**src/hdl/gtr_pkg.sv**
```systemverilog
// Package for the 3x5 glyph text rasteriser: glyph ROM, character codes,
// controller states and the command/status structs between the two halves.
// No dependencies.
package gtr_pkg;

  localparam int unsigned NUM_GLYPHS  = 15;
  localparam int unsigned GLYPH_COLS  = 3;
  localparam int unsigned GLYPH_ROWS  = 5;
  localparam int unsigned NUM_CELLS   = GLYPH_COLS * GLYPH_ROWS;
  localparam int unsigned SLOT_W      = 4;
  localparam int unsigned SIZE_W      = 5;
  // widest offset is the line advance, 6 * 16 = 96
  localparam int unsigned OFFS_W      = 7;

  localparam logic [SIZE_W-1:0] SIZE_RESET = SIZE_W'(4);
  localparam logic [SIZE_W-1:0] SIZE_MIN   = SIZE_W'(1);
  localparam logic [SIZE_W-1:0] SIZE_MAX   = SIZE_W'(16);

  localparam logic [7:0] CHAR_NEWLINE = 8'h0A;
  localparam logic [7:0] CHAR_SPACE   = 8'h20;
  localparam logic [7:0] CHAR_ZERO    = 8'h30;
  localparam logic [7:0] CHAR_NINE    = 8'h39;
  localparam logic [7:0] CHAR_COLON   = 8'h3A;
  localparam logic [7:0] CHAR_A       = 8'h61;
  localparam logic [7:0] CHAR_M       = 8'h6D;
  localparam logic [7:0] CHAR_X       = 8'h78;

  localparam logic [SLOT_W-1:0] SLOT_M     = SLOT_W'(10);
  localparam logic [SLOT_W-1:0] SLOT_A     = SLOT_W'(11);
  localparam logic [SLOT_W-1:0] SLOT_X     = SLOT_W'(12);
  localparam logic [SLOT_W-1:0] SLOT_SPACE = SLOT_W'(13);
  localparam logic [SLOT_W-1:0] SLOT_COLON = SLOT_W'(14);

  // Row bitmaps, top row first; bit x of a row is column x.
  localparam logic [GLYPH_COLS-1:0] GLYPH_ROM [NUM_GLYPHS][GLYPH_ROWS] = '{
    '{3'd7, 3'd5, 3'd5, 3'd5, 3'd7},  // 0
    '{3'd4, 3'd6, 3'd5, 3'd4, 3'd4},  // 1
    '{3'd7, 3'd4, 3'd7, 3'd1, 3'd7},  // 2
    '{3'd7, 3'd4, 3'd7, 3'd4, 3'd7},  // 3
    '{3'd5, 3'd5, 3'd7, 3'd4, 3'd4},  // 4
    '{3'd5, 3'd1, 3'd7, 3'd4, 3'd7},  // 5
    '{3'd7, 3'd1, 3'd7, 3'd5, 3'd7},  // 6
    '{3'd7, 3'd4, 3'd4, 3'd4, 3'd4},  // 7
    '{3'd7, 3'd5, 3'd7, 3'd5, 3'd7},  // 8
    '{3'd7, 3'd5, 3'd7, 3'd4, 3'd7},  // 9
    '{3'd5, 3'd7, 3'd7, 3'd5, 3'd5},  // m
    '{3'd7, 3'd5, 3'd7, 3'd5, 3'd5},  // a
    '{3'd5, 3'd5, 3'd2, 3'd5, 3'd5},  // x
    '{3'd0, 3'd0, 3'd0, 3'd0, 3'd0},  // space
    '{3'd0, 3'd2, 3'd0, 3'd2, 3'd0}   // colon
  };

  typedef enum logic {
    ST_IDLE,
    ST_SCAN
  } gtr_state_e;

  typedef struct packed {
    logic                valid;
    logic [SLOT_W-1:0]   slot;
  } glyph_lookup_t;

  typedef struct packed {
    logic load;   // take the offered character
    logic step;   // move on to the next cell
  } gtr_cmd_t;

  typedef struct packed {
    logic has_cells;  // offered character has at least one set cell
    logic scan_last;  // current cell is the last set one
    logic out_free;   // output register can take a square this cycle
  } gtr_status_t;

  function automatic glyph_lookup_t glyph_slot(logic [7:0] code);
    glyph_lookup_t res;
    res = '0;
    if (code >= CHAR_ZERO && code <= CHAR_NINE) begin
      res.valid = 1'b1;
      res.slot  = SLOT_W'(code - CHAR_ZERO);
    end else begin
      unique case (code)
        CHAR_M:     res = '{valid: 1'b1, slot: SLOT_M};
        CHAR_A:     res = '{valid: 1'b1, slot: SLOT_A};
        CHAR_X:     res = '{valid: 1'b1, slot: SLOT_X};
        CHAR_SPACE: res = '{valid: 1'b1, slot: SLOT_SPACE};
        CHAR_COLON: res = '{valid: 1'b1, slot: SLOT_COLON};
        default:    res = '0;
      endcase
    end
    return res;
  endfunction

  // Cells in scan order: column by column, bottom row first within a column.
  function automatic logic [NUM_CELLS-1:0] glyph_scan(glyph_lookup_t lk);
    logic [NUM_CELLS-1:0]  m;
    logic [GLYPH_COLS-1:0] row;
    m = '0;
    if (lk.valid && lk.slot < SLOT_W'(NUM_GLYPHS)) begin
      for (int cx = 0; cx < GLYPH_COLS; cx++) begin
        for (int cy = 0; cy < GLYPH_ROWS; cy++) begin
          row = GLYPH_ROM[lk.slot][GLYPH_ROWS - 1 - cy];
          m[cx * GLYPH_ROWS + cy] = row[cx];
        end
      end
    end
    return m;
  endfunction

endpackage

```
**src/hdl/gtr_ctrl.sv**
```systemverilog
// Controller for the 3x5 glyph text rasteriser: idle/scan state machine.
// Depends on gtr_pkg.
module gtr_ctrl (
  input  logic                 clk_i,
  input  logic                 rst_ni,
  input  logic                 in_valid_i,
  output logic                 in_stall_o,
  input  gtr_pkg::gtr_status_t status_i,
  output gtr_pkg::gtr_cmd_t    cmd_o
);
  import gtr_pkg::*;

  gtr_state_e state_q, state_d;

  always_ff @(posedge clk_i or negedge rst_ni) begin
    if (!rst_ni) begin
      state_q <= ST_IDLE;
    end else begin
      state_q <= state_d;
    end
  end

  always_comb begin
    state_d = state_q;
    unique case (state_q)
      ST_IDLE: begin
        if (in_valid_i && status_i.has_cells) state_d = ST_SCAN;
      end
      ST_SCAN: begin
        if (status_i.out_free && status_i.scan_last) state_d = ST_IDLE;
      end
      default: state_d = ST_IDLE;
    endcase
  end

  always_comb begin
    in_stall_o = 1'b1;
    cmd_o      = '0;
    unique case (state_q)
      ST_IDLE: begin
        in_stall_o = 1'b0;
        cmd_o.load = in_valid_i;
      end
      ST_SCAN: begin
        cmd_o.step = status_i.out_free;
      end
      default: begin
        in_stall_o = 1'b1;
        cmd_o      = '0;
      end
    endcase
  end

  // a new character is only taken with the scan of the previous one finished
  assert property (@(posedge clk_i) disable iff (!rst_ni)
    cmd_o.load |-> !cmd_o.step)
    else $error("load and step together");

  // leaving the scan needs the final square to have gone into the output register
  assert property (@(posedge clk_i) disable iff (!rst_ni)
    (state_q == ST_SCAN && state_d == ST_IDLE) |-> cmd_o.step)
    else $error("scan ended without emitting its last square");

endmodule

```
**src/hdl/gtr_datapath.sv**
```systemverilog
// Datapath for the 3x5 glyph text rasteriser: size register, cursor, cell
// scan counters, glyph ROM lookup and the output register. Depends on gtr_pkg.
module gtr_datapath #(
  parameter int unsigned COORD_BITS = 12
) (
  input  logic                          clk_i,
  input  logic                          rst_ni,
  input  logic                          cfg_we_i,
  input  logic [gtr_pkg::SIZE_W-1:0]    cfg_wdata_i,
  input  logic [7:0]                    char_code_i,
  input  logic                          first_of_string_i,
  input  logic [COORD_BITS-1:0]         start_x_i,
  input  logic [COORD_BITS-1:0]         start_y_i,
  input  gtr_pkg::gtr_cmd_t             cmd_i,
  output gtr_pkg::gtr_status_t          status_o,
  output logic                          out_valid_o,
  input  logic                          out_stall_i,
  output logic [COORD_BITS-1:0]         rect_x_o,
  output logic [COORD_BITS-1:0]         rect_y_o,
  output logic [gtr_pkg::SIZE_W-1:0]    rect_side_o,
  output logic                          last_of_glyph_o
);
  import gtr_pkg::*;

  logic [SIZE_W-1:0]     pixel_size_q;
  logic [SIZE_W-1:0]     size_eff;
  logic [COORD_BITS-1:0] cursor_x_q, cursor_x_d;
  logic [COORD_BITS-1:0] cursor_y_q, cursor_y_d;
  logic [COORD_BITS-1:0] line_start_q, line_start_d;
  logic [COORD_BITS-1:0] glyph_x_q, glyph_y_q;
  logic [NUM_CELLS-1:0]  scan_q;
  logic [1:0]            col_q;
  logic [2:0]            row_q;
  logic                  out_valid_q;
  logic [COORD_BITS-1:0] rect_x_q, rect_y_q;
  logic [SIZE_W-1:0]     rect_side_q;
  logic                  last_q;

  glyph_lookup_t         lookup;
  logic [NUM_CELLS-1:0]  new_scan;
  logic [COORD_BITS-1:0] base_x, base_y, base_ls;
  logic [OFFS_W-1:0]     adv_x, adv_y, off_x, off_y;
  logic                  out_free;

  always_comb begin
    if (pixel_size_q == '0)          size_eff = SIZE_MIN;
    else if (pixel_size_q > SIZE_MAX) size_eff = SIZE_MAX;
    else                              size_eff = pixel_size_q;
  end

  always_ff @(posedge clk_i or negedge rst_ni) begin
    if (!rst_ni) begin
      pixel_size_q <= SIZE_RESET;
    end else if (cfg_we_i) begin
      pixel_size_q <= cfg_wdata_i;
    end
  end

  assign lookup   = glyph_slot(char_code_i);
  assign new_scan = glyph_scan(lookup);

  assign adv_x = OFFS_W'(size_eff) << 2;
  assign adv_y = (OFFS_W'(size_eff) << 2) + (OFFS_W'(size_eff) << 1);
  assign off_x = OFFS_W'(col_q) * OFFS_W'(size_eff);
  assign off_y = OFFS_W'(row_q) * OFFS_W'(size_eff);

  // cursor update happens on the transfer; the glyph keeps its own origin
  always_comb begin
    base_x  = first_of_string_i ? start_x_i : cursor_x_q;
    base_y  = first_of_string_i ? start_y_i : cursor_y_q;
    base_ls = first_of_string_i ? start_x_i : line_start_q;
    cursor_x_d   = base_x;
    cursor_y_d   = base_y;
    line_start_d = base_ls;
    if (char_code_i == CHAR_NEWLINE) begin
      cursor_x_d = base_ls;
      cursor_y_d = base_y + COORD_BITS'(adv_y);
    end else if (lookup.valid) begin
      cursor_x_d = base_x + COORD_BITS'(adv_x);
    end
  end

  always_ff @(posedge clk_i or negedge rst_ni) begin
    if (!rst_ni) begin
      cursor_x_q   <= '0;
      cursor_y_q   <= '0;
      line_start_q <= '0;
    end else if (cmd_i.load) begin
      cursor_x_q   <= cursor_x_d;
      cursor_y_q   <= cursor_y_d;
      line_start_q <= line_start_d;
    end
  end

  always_ff @(posedge clk_i or negedge rst_ni) begin
    if (!rst_ni) begin
      scan_q <= '0;
      col_q  <= '0;
      row_q  <= '0;
    end else if (cmd_i.load) begin
      scan_q <= new_scan;
      col_q  <= '0;
      row_q  <= 3'(GLYPH_ROWS - 1);
    end else if (cmd_i.step) begin
      scan_q <= scan_q >> 1;
      if (row_q == '0) begin
        row_q <= 3'(GLYPH_ROWS - 1);
        col_q <= col_q + 2'd1;
      end else begin
        row_q <= row_q - 3'd1;
      end
    end
  end

  always_ff @(posedge clk_i) begin
    if (cmd_i.load) begin
      glyph_x_q <= base_x;
      glyph_y_q <= base_y;
    end
  end

  assign out_free = !out_valid_q || !out_stall_i;

  always_ff @(posedge clk_i or negedge rst_ni) begin
    if (!rst_ni) begin
      out_valid_q <= 1'b0;
    end else if (cmd_i.step && scan_q[0]) begin
      out_valid_q <= 1'b1;
    end else if (!out_stall_i) begin
      out_valid_q <= 1'b0;
    end
  end

  always_ff @(posedge clk_i) begin
    if (cmd_i.step && scan_q[0]) begin
      rect_x_q    <= glyph_x_q + COORD_BITS'(off_x);
      rect_y_q    <= glyph_y_q + COORD_BITS'(off_y);
      rect_side_q <= size_eff;
      last_q      <= (scan_q[NUM_CELLS-1:1] == '0);
    end
  end

  assign status_o.has_cells = (new_scan != '0);
  assign status_o.scan_last = (scan_q[NUM_CELLS-1:1] == '0);
  assign status_o.out_free  = out_free;

  assign out_valid_o     = out_valid_q;
  assign rect_x_o        = rect_x_q;
  assign rect_y_o        = rect_y_q;
  assign rect_side_o     = rect_side_q;
  assign last_of_glyph_o = last_q;

  assert property (@(posedge clk_i) disable iff (!rst_ni)
    cmd_i.step |-> (scan_q != '0))
    else $error("scan step with no cells left");

  assert property (@(posedge clk_i) disable iff (!rst_ni)
    cmd_i.step |-> out_free)
    else $error("scan step would overwrite a waiting square");

  assert property (@(posedge clk_i) disable iff (!rst_ni)
    (size_eff >= SIZE_MIN) && (size_eff <= SIZE_MAX))
    else $error("effective pixel size out of range");

endmodule

```
**src/hdl/glyph_3x5_text_rasterizer_unit.sv**
```systemverilog
// Top level of the 3x5 glyph text rasteriser: controller plus datapath.
// Depends on gtr_pkg, gtr_ctrl and gtr_datapath.
//
//  channel | direction | handshake              | payload
//  --------+-----------+------------------------+-------------------------------------
//  in      | input     | in_valid_i / in_stall_o | char_code, first_of_string, start_x/y
//  out     | output    | out_valid_o/out_stall_i | rect_x, rect_y, rect_side, last_of_glyph
//  cfg     | input     | cfg_we_i               | cfg_wdata_i (pixel_size)
//
// Scan: newline, space and unknown codes need no scan. A glyph is taken by the
//   transfer and then scanned cell by cell, up to the last set cell (at most
//   15 cells), while the input is stalled.
// Reset: pixel size 4, cursor, line start and output valid cleared.
// Stalls: a stalled output holds the scan; the output register still lets the
//   next character's transfer in while the final square waits.
module glyph_3x5_text_rasterizer_unit #(
  parameter int unsigned COORD_BITS = 12
) (
  input  logic                       clk_i,
  input  logic                       rst_ni,
  // configuration
  input  logic                       cfg_we_i,
  input  logic [gtr_pkg::SIZE_W-1:0] cfg_wdata_i,
  // character input
  input  logic                       in_valid_i,
  output logic                       in_stall_o,
  input  logic [7:0]                 char_code_i,
  input  logic                       first_of_string_i,
  input  logic [COORD_BITS-1:0]      start_x_i,
  input  logic [COORD_BITS-1:0]      start_y_i,
  // square output
  output logic                       out_valid_o,
  input  logic                       out_stall_i,
  output logic [COORD_BITS-1:0]      rect_x_o,
  output logic [COORD_BITS-1:0]      rect_y_o,
  output logic [gtr_pkg::SIZE_W-1:0] rect_side_o,
  output logic                       last_of_glyph_o
);
  import gtr_pkg::*;

  gtr_cmd_t    cmd;
  gtr_status_t status;

  // state machine: idle waits for a transfer, scan walks the glyph cells
  gtr_ctrl u_ctrl (
    .clk_i      (clk_i),
    .rst_ni     (rst_ni),
    .in_valid_i (in_valid_i),
    .in_stall_o (in_stall_o),
    .status_i   (status),
    .cmd_o      (cmd)
  );

  // cursor, glyph ROM, cell offsets and output register
  gtr_datapath #(
    .COORD_BITS (COORD_BITS)
  ) u_datapath (
    .clk_i             (clk_i),
    .rst_ni            (rst_ni),
    .cfg_we_i          (cfg_we_i),
    .cfg_wdata_i       (cfg_wdata_i),
    .char_code_i       (char_code_i),
    .first_of_string_i (first_of_string_i),
    .start_x_i         (start_x_i),
    .start_y_i         (start_y_i),
    .cmd_i             (cmd),
    .status_o          (status),
    .out_valid_o       (out_valid_o),
    .out_stall_i       (out_stall_i),
    .rect_x_o          (rect_x_o),
    .rect_y_o          (rect_y_o),
    .rect_side_o       (rect_side_o),
    .last_of_glyph_o   (last_of_glyph_o)
  );

endmodule
```
**config.mk**
```make
export PLATFORM = sky130hd
export DESIGN_NAME = glyph_3x5_text_rasterizer_unit
export DESIGN_NICKNAME = d
export VERILOG_FILES = /design/src/hdl/gtr_pkg.sv /design/src/hdl/gtr_ctrl.sv /design/src/hdl/gtr_datapath.sv /design/src/hdl/glyph_3x5_text_rasterizer_unit.sv
export SDC_FILE = /design/constraint.sdc
export NUM_CORES = 1
export LEC_CHECK = 0
export BUFFER_PORTS_ARGS = -buffer_cell sky130_fd_sc_hd__clkbuf_2
export CAP_MARGIN = 20
export CORE_MARGIN = 3
export CORE_UTILIZATION = 39
export CTS_CLUSTER_SIZE = 25
export DETAILED_ROUTE_END_ITERATION = 12
export PLACE_DENSITY = 0.6
export SETUP_SLACK_MARGIN = 0.05
export SKIP_CTS_REPAIR_TIMING = 1
export SYNTH_ARGS = -nofsm -noshare
export SYNTH_HDL_FRONTEND = slang
export SYNTH_SLANG_ARGS = --single-unit
export TNS_END_PERCENT = 1
```
**constraint.sdc**
```tcl
create_clock -name clk_i -period 5.16 [get_ports clk_i]
set_input_delay 0.516 -clock clk_i [delete_from_list [all_inputs] [get_ports clk_i]]
set_output_delay 0.516 -clock clk_i [all_outputs]
set_load 0.01 [all_outputs]
```
==> implementation parameters, run 1 <==
Parameter                              Value

Logic synthesis
  Share of synthesized area occupied by flip-flops and latches    0.4475
  Average instance area after synthesis    10.67 µm²
  Number of warnings reported in the yosys synthesis log    0
  Synthesized Nets    ~770
  Most instantiated flip-flop cell in the synthesis netlist    sky130_fd_sc_hd__dfrtp_1
  Top cell type by total area after synthesis    sky130_fd_sc_hd__edfxtp_1
  Netlist area before placement    7149 µm²
  Synth top area share    0.2268
  Cell variety after synth    66
  Gate Count Post-Synth    670
  Number of register bits inferred by synthesis    117
  Number of flops mapped to enable cells by yosys    between 50 and 60
  Largest cells by area after synthesis    sky130_fd_sc_hd__edfxtp_1 (23%), sky130_fd_sc_hd__dfrtp_1 (22%), sky130_fd_sc_hd__ha_1 (7.5%)
  Proportion of register bits with asynchronous set or reset after synthesis    0.5385

Worst setup path
  CP max FO    4
  Worst setup EP type    flip-flop
  Critical-path top delay cell    sky130_fd_sc_hd__fa_1
  Crit-path cells    nor3_1 > nor2_1 > nor2_1 > nand2_1 > fa_1 > inv_1 > ha_1 > fa_1 > a21o_1 > a21oi_1 > xnor2_1 > ha_1 > nand3_1 > nand2_1 > a41oi_1 > and3b_1 > xor2_1
  Worst Path Class, Setup    reg2reg
  Arr. time, crit path    approximately 4.3 ns
  Delay of the slowest cell on the worst path    around 0.56 ns
  Critical path buffers and inverters    1
  Worst EP required    5.33 ns
  Cell class contributing the biggest share of worst-path delay    adder cells
  Sort of element at the start of the critical path    flip-flop

Timing
  Final count of hold timing violations    0
  Setup repair after global routing missed its margin    no
  Fin Setup TNS    0 ns
  Transition time at the pin with the least slew margin    0.9736 ns
  PnR worst setup slack    1.056 ns
  Finish-stage setup viols    0
  Max Clock Freq    0.2437 GHz
  Final count of pins violating max slew    0
  Rel. slew slack    0.3502
  Min Tclk post-route    4.104 ns
  Post-route fraction of the period consumed by the critical path    0.7954
  Worst Clk Skew    between 0.007 and 0.008 ns

Clocking
  Number of sinks driven by the clock tree    117
  Cell chosen for the clock root    sky130_fd_sc_hd__clkbuf_16
  Number of CTS-inserted buffers    17
  Clock transition at path regs    ~0.050 ns
  Maximum number of buffers from clock root to sink    2
  Clock latency of the later-clocked register in the worst-skew pair    0.42 ns
  Clock tree from TritonCTS    done
  CTS H-Tree Depth    4

Final layout
  Syn-to-layout area delta    17.08%
  Final net count    842
  Commonest non-fill, non-tap cells in the layout    sky130_fd_sc_hd__clkbuf_2 (74), sky130_fd_sc_hd__nand2_1 (68), sky130_fd_sc_hd__dfrtp_1 (62)
  Post-route core utilization    0.4757
  Commonest non-fill, non-tap cell in the layout    sky130_fd_sc_hd__clkbuf_2
  Fraction of final layout cells with drive strength greater than 1    0.2183
  Count of antenna diodes in the layout    0

Die
  Initial Util    0.4063
  Area of the die    ~20000 µm²
  Die Span Y    141.4 µm
  Width of the die    141.4 µm
  Core area    17600 µm²
  Count of boundary I/O pins    75
  # rows    48

Power and ir drop
  P_leak    approximately 0.0038 µW
  Largest vdd supply drop    0.2520 mV
  Relative contribution of sequential cells to total power    0.382
  Net switching power    907.4 µW
  Switching part of the total    0.2850
  Portion of total power attributed to combinational logic    0.224
  Clock Power Share    0.393
  Power Density    380.3 nW/µm²
  Internal    about 2300 µW

Status
  Result of the run    completed

Drt
  Routed WL    17030 µm
  Number of search-and-repair iterations in the first detailed-routing pass    5
  Detailed-route vias per instance    approximately 5.5
  Violation count after the first detailed-routing iteration    357
  Vias post-DR    5378
  Remaining routing DRC violations    0
  Final ANT Viol Nets    0
  Average wire per cell in the routed design    17.36 µm

GRT
  Wire length of the first global-routing pass    27920 µm
  All-Layer GR Usage    0.1757
  Maximum number of pins on one net before global-route repair    64
  Total congestion overflow after global routing    0
  Via count of the first global-routing pass    5408
  Initial antenna violation count    0

Placement
  RD Place Congestion    0.8622
  HPWL reported at the end of detailed placement    12510 µm
  Input/output buffers    74
  Setup Slack @ Placement    roughly 1.1 ns

Run
  Number of max-capacitance violations reported    0

Hold path
  Hold Crit Class    in2async
==> worst reg2reg max path: stages, from the launching register on <==
cell,delay [ns]
sky130_fd_sc_hd__dfrtp_1,0.41
sky130_fd_sc_hd__nor3_1,0.19
sky130_fd_sc_hd__nor2_1,0.06
sky130_fd_sc_hd__nor2_1,0.16
sky130_fd_sc_hd__nand2_1,0.11
sky130_fd_sc_hd__fa_1,0.56
sky130_fd_sc_hd__inv_1,0.05
sky130_fd_sc_hd__ha_1,0.22
sky130_fd_sc_hd__fa_1,0.40
sky130_fd_sc_hd__a21o_1,0.19
sky130_fd_sc_hd__a21oi_1,0.16
sky130_fd_sc_hd__xnor2_1,0.17
sky130_fd_sc_hd__ha_1,0.32
sky130_fd_sc_hd__nand3_1,0.10
sky130_fd_sc_hd__nand2_1,0.05
sky130_fd_sc_hd__a41oi_1,0.33
sky130_fd_sc_hd__and3b_1,0.24
sky130_fd_sc_hd__xor2_1,0.13
==> through the flow <==
stage               hold slack, ns  power (µW)  area [µm²]  std cells
finish                      0.2964        3183        8371        981
global route                0.3397        3355        8371        981
CTS                         0.3274        3209        8371        981
detailed placement          0.4611        1943        7739        949
global placement            0.4553        1915        7739        949
floorplan                   0.2204        1742        7149        670
==> synthesized netlist by cell type (2+ instances only) <==
library cell and count:
sky130_fd_sc_hd__nand2_1 68, sky130_fd_sc_hd__dfrtp_1 62, sky130_fd_sc_hd__edfxtp_1 54, sky130_fd_sc_hd__ha_1 43, sky130_fd_sc_hd__a21oi_1 38, sky130_fd_sc_hd__inv_1 38
sky130_fd_sc_hd__mux2_2 35, sky130_fd_sc_hd__o21ai_0 35, sky130_fd_sc_hd__nor2_1 34, sky130_fd_sc_hd__xnor2_1 24, sky130_fd_sc_hd__clkbuf_1 21, sky130_fd_sc_hd__mux2i_1 21
sky130_fd_sc_hd__a21o_1 17, sky130_fd_sc_hd__nor3_1 15, sky130_fd_sc_hd__xor2_1 14, sky130_fd_sc_hd__fa_1 13, sky130_fd_sc_hd__nand3_1 10, sky130_fd_sc_hd__and2_1 9
sky130_fd_sc_hd__a22oi_1 8, sky130_fd_sc_hd__nor2b_1 7, sky130_fd_sc_hd__nor4_1 7, sky130_fd_sc_hd__and3_1 6, sky130_fd_sc_hd__nand4_1 6, sky130_fd_sc_hd__o311ai_0 6
sky130_fd_sc_hd__a31oi_1 5, sky130_fd_sc_hd__a22o_1 4, sky130_fd_sc_hd__buf_2 4, sky130_fd_sc_hd__nand2b_1 4, sky130_fd_sc_hd__o22ai_1 4, sky130_fd_sc_hd__a21boi_0 3
sky130_fd_sc_hd__a221o_1 3, sky130_fd_sc_hd__buf_6 3, sky130_fd_sc_hd__nor4bb_1 3, sky130_fd_sc_hd__o211ai_1 3, sky130_fd_sc_hd__o21bai_1 3, sky130_fd_sc_hd__or2_2 3
sky130_fd_sc_hd__a211oi_1 2, sky130_fd_sc_hd__a31o_2 2, sky130_fd_sc_hd__and4_1 2, sky130_fd_sc_hd__and4b_1 2, sky130_fd_sc_hd__buf_1 2, sky130_fd_sc_hd__o22a_1 2
sky130_fd_sc_hd__or3_1 2
==> sequential cells by signal, summed over array words and instances, names as in the netlist <==
signal	cells
u_datapath.rect_y_o	12
u_datapath.cursor_x_q	12
u_datapath.out_valid_o	1
u_datapath.last_of_glyph_o	1
u_datapath.glyph_y_q	12
u_datapath.rect_x_o	12
u_datapath.glyph_x_q	12
u_datapath.row_q	3
u_datapath.line_start_q	12
u_datapath.col_q	2
u_datapath.pixel_size_q	5
u_datapath.scan_q	15
u_ctrl.state_q	1
u_datapath.cursor_y_q	12
u_datapath.rect_side_o	5
==> metal layers <==
layer | share of wire | global-route usage | up-vias
li1 | - | - | 2571
met1 | 0.47 | 0.2368 | 2622
met2 | 0.47 | 0.2837 | 162
met3 | 0.041 | 0.03674 | 23
met4 | 0.016 | 0.05909 | 0
met5 | 0 | 0 | -
==> area by class of cell <==
class,count,area (µm²)
flip-flops and latches,117,3199
repair buffers,84,445.4
inverters,38,142.6
multi-input cells,485,3670
well taps,225,281.5
fillers,1609,9226
clock buffers,19,452.9
clock inverters,13,178.9
==> logic make-up after synthesis <==
family / Yosys count / share of synthesized area
xor+xnor: 38 / 0.04655
mux: 56 / 0.08453
fa+ha+maj: 56 / 0.1117
flops: 117 / 0.4475
buf+inv: 68 / 0.03955
compound gates: 148 / 0.1388
simple gates: 187 / 0.1314
==> final timing paths <==
check,to,depth (start not counted),slack (ns),startpoint
worst max-delay path,u_datapath.rect_y_o[11],17,1.06,u_datapath.pixel_size_q[3]
worst min-delay path,u_datapath.row_q[0],2,0.30,rst_ni
worst max register to register,u_datapath.rect_y_o[11],17,1.06,u_datapath.pixel_size_q[3]
worst min register to register,u_datapath.line_start_q[2],2,0.48,u_datapath.line_start_q[2]
max in group asynchronous,u_datapath.cursor_y_q[0],2,4.30,rst_ni
min in group clk_i,u_datapath.line_start_q[9],3,0.35,start_x_i[9]
==> power groups by stage <==
stage          sequential (µW)  clock [µW]  combinational [µW]
5_1_grt                   1230        1320                 810
4_1_cts                   1210        1280                 719
3_3_place_gp              1220           0                 692
3_5_place_dp              1230           0                 713
6_report                  1220        1250                 714
2_1_floorplan             1200           0                 543
No activity file was read; power rests on OpenSTA's default activity.
==> run 2: changes to the inputs <==
Clock period 5.16 ns to 3.85 ns, I/O delays scaled along.
==> run 2 against run 1 <==
Compared with the run above:
- critical endpoint unchanged
- sequential power up 34%
- highest routed layer unchanged
- count of clock-buffer cells in the layout up 1
- first-iteration DRC count down 6.4%
- critical path depth unchanged
- die area is the same
- core utilization rose by 0.38 points
- sequential share of layout area down 0.30 points
- hold slack got worse by 0.24 ns
==> implementation parameters, run 2 (synthesis gave the netlist of run 1 again) <==
Parameter                              Value

Status
  Result of the run    completed

Worst setup path
  Crit-path cells    nor3_1 > nor2_1 > nor2_4 > nand2_2 > fa_1 > inv_1 > ha_1 > fa_2 > a21o_1 > a21oi_2 > xnor2_2 > ha_1 > nand3_2 > nand2_1 > a41oi_2 > and3b_1 > xor2_1
  Delay of the slowest cell on the worst path    0.54 ns (-0.02 ns)
  Cell class contributing the biggest share of worst-path delay    adder cells
  Most numerous cell on the critical path    sky130_fd_sc_hd__ha_1
  Critical-path top delay cell    sky130_fd_sc_hd__fa_1
  Sort of element at the start of the critical path    flip-flop
  Arr. time, crit path    3.91 ns (-0.37 ns)
  Worst setup EP type    flip-flop
  CP max FO    4 (unchanged)
  Critical Path End    u_datapath.rect_y_o[11]
  Critical path buffers and inverters    1 (unchanged)
  R2R Path Start    u_datapath.pixel_size_q[3]
  Worst EP required    4.01 ns (-1.32 ns)
  Capture instance of the worst register-to-register path    u_datapath.rect_y_o[11]
  Logic depth of the worst setup path including buffers    17 (unchanged)
  Startpoint of the most critical setup path    u_datapath.pixel_size_q[3]
  Worst Path Class, Setup    reg2reg
  Internal reg-to-reg setup slack    0.10 ns (-0.95 ns)
  Worst R2R Path Depth    17 (unchanged)

Timing
  Min Tclk post-route    3.746 ns (-0.3579 ns)
  Transition time at the pin with the least slew margin    0.8884 ns (-0.08516 ns)
  Final count of pins violating max slew    0 (unchanged)
  Finish-stage setup viols    0 (unchanged)
  Max Clock Freq    0.2669 GHz (+9.6%)
  Rel. slew slack    0.4071 (+0.05684)
  Final count of hold timing violations    0 (unchanged)
  Setup repair after global routing missed its margin    yes
  Post-route fraction of the period consumed by the critical path    0.9731 (+0.1777)
  Worst Clk Skew    0.01082 ns (+0.003033 ns)
  Fin Setup TNS    0 ns (unchanged)

GRT
  Total congestion overflow after global routing    0 (unchanged)
  Wire length of the first global-routing pass    28660 µm (+2.7%)
  Maximum number of pins on one net before global-route repair    54 (-16%)
  Via count of the first global-routing pass    5516 (+2.0%)
  Initial antenna violation count    0 (unchanged)
  All-Layer GR Usage    0.1805 (+0.004822)

Die
  Width of the die    141.4 µm (unchanged)
  Initial Util    0.4063 (unchanged)
  Core area    17600 µm² (unchanged)
  # rows    48 (unchanged)
  Count of boundary I/O pins    75 (unchanged)
  Area of the die    19990 µm² (unchanged)
  Die Span Y    141.4 µm (unchanged)

Final layout
  Final net count    855 (+1.5%)
  Register with the most flip-flops    u_datapath.scan_q
  Syn-to-layout area delta    18.01%
  Fraction of final layout cells with drive strength greater than 1    0.2367 (+0.01842)
  Count of antenna diodes in the layout    0 (unchanged)
  Post-route core utilization    0.4795 (+0.003768)
  Commonest non-fill, non-tap cells in the layout    sky130_fd_sc_hd__clkbuf_2 (74), sky130_fd_sc_hd__nand2_1 (67), sky130_fd_sc_hd__dfrtp_1 (62)
  Flip-flop count of the largest register, all copies and words added    15 (unchanged)
  Commonest non-fill, non-tap cell in the layout    sky130_fd_sc_hd__clkbuf_2

Drt
  Detailed-route vias per instance    5.360 (-2.2%)
  Vias post-DR    5328 (-0.93%)
  Number of search-and-repair iterations in the first detailed-routing pass    4 (-1)
  Routed WL    17290 µm (+1.5%)
  Remaining routing DRC violations    0 (unchanged)
  Final ANT Viol Nets    0 (unchanged)
  Violation count after the first detailed-routing iteration    334 (-6.4%)
  Average wire per cell in the routed design    17.39 µm (+0.17%)

Clocking
  Cell chosen for the clock root    sky130_fd_sc_hd__clkbuf_16
  CTS H-Tree Depth    4 (unchanged)
  Number of sinks driven by the clock tree    117 (unchanged)
  Number of CTS-inserted buffers    17 (unchanged)
  Clock transition at path regs    0.05 ns (about the same)
  Clock latency of the later-clocked register in the worst-skew pair    0.41 ns (about the same)
  Maximum number of buffers from clock root to sink    2 (unchanged)
  Clock tree from TritonCTS    done

Run
  Number of max-capacitance violations reported    0 (unchanged)

Power and ir drop
  Power Density    488.9 nW/µm² (+29%)
  Largest vdd supply drop    0.3459 mV (+37%)
  P_leak    0.003876 µW (+1.3%)

Placement
  HPWL reported at the end of detailed placement    13010 µm (+4.0%)
  Input/output buffers    74 (unchanged)
  RD Place Congestion    0.9049 (+5.0%)

Hold path
  Hold Crit Class    in2async
## run 2: layer usage
layer / up-vias / wire length, µm / global-route usage
met5: - / 0 / 0
met4: 0 / 385 / 0.06465
met3: 23 / 823 / 0.04314
met2: 110 / 7906 / 0.2754
met1: 2598 / 8173 / 0.2520
li1: 2597 / - / -
## run 2: worst register-to-register path: cells and delay by family (launching register included)
family                     cells  cell delay [ns]
buffers and inverters          1             0.04
xor gates and xnor gates       2             0.23
and+or+nand+nor                7             0.81
AOI/OAI and AO/OA              3             0.56
adders and majority gates      4             1.47
DFF                            1             0.38
## run 2: layout make-up
cell class / count / area (µm²)
multi-input cells: 485 / 3721
inverters: 38 / 142.6
clock inverters: 12 / 112.6
fillers: 1625 / 9160
clock buffers: 20 / 436.7
flip-flops and latches: 117 / 3199
repair buffers: 97 / 543.0
well taps: 225 / 281.5
## run 2: report_power, final
part | switching [µW] | internal, µW
combinational | 554 | 459
sequential | 113 | 1520
clock | 546 | 938
total | 1210 | 2910
## run 2: metrics by stage
| step | hold WS, ns | std cells | setup WS, ns | power, µW | area, µm² |
|---|---|---|---|---|---|
| final | 0.05224 | 994 | 0.1037 | 4125 | 8437 |
| after global placement | 0.4526 | 959 | 0.04898 | 2593 | 7836 |
| after detailed placement | 0.4626 | 959 | -0.004664 | 2636 | 7836 |
| after CTS | 0.06746 | 991 | -0.05585 | 4137 | 8386 |
| after global routing | 0.1042 | 994 | -0.02824 | 4369 | 8437 |
| after floorplan | 0.08941 | 670 | 0.05687 | 2345 | 7174 |
## run 2: how the worst min path moves through the flow
stage / endpoint / cells after the start
3_5_place_dp: u_datapath.cursor_y_q[0] / 2
6_report: u_datapath.scan_q[13] / 1
2_1_floorplan: u_ctrl.state_q / 0
3_3_place_gp: u_datapath.cursor_y_q[0] / 2
4_1_cts: u_datapath.scan_q[12] / 1
5_1_grt: u_datapath.scan_q[12] / 1
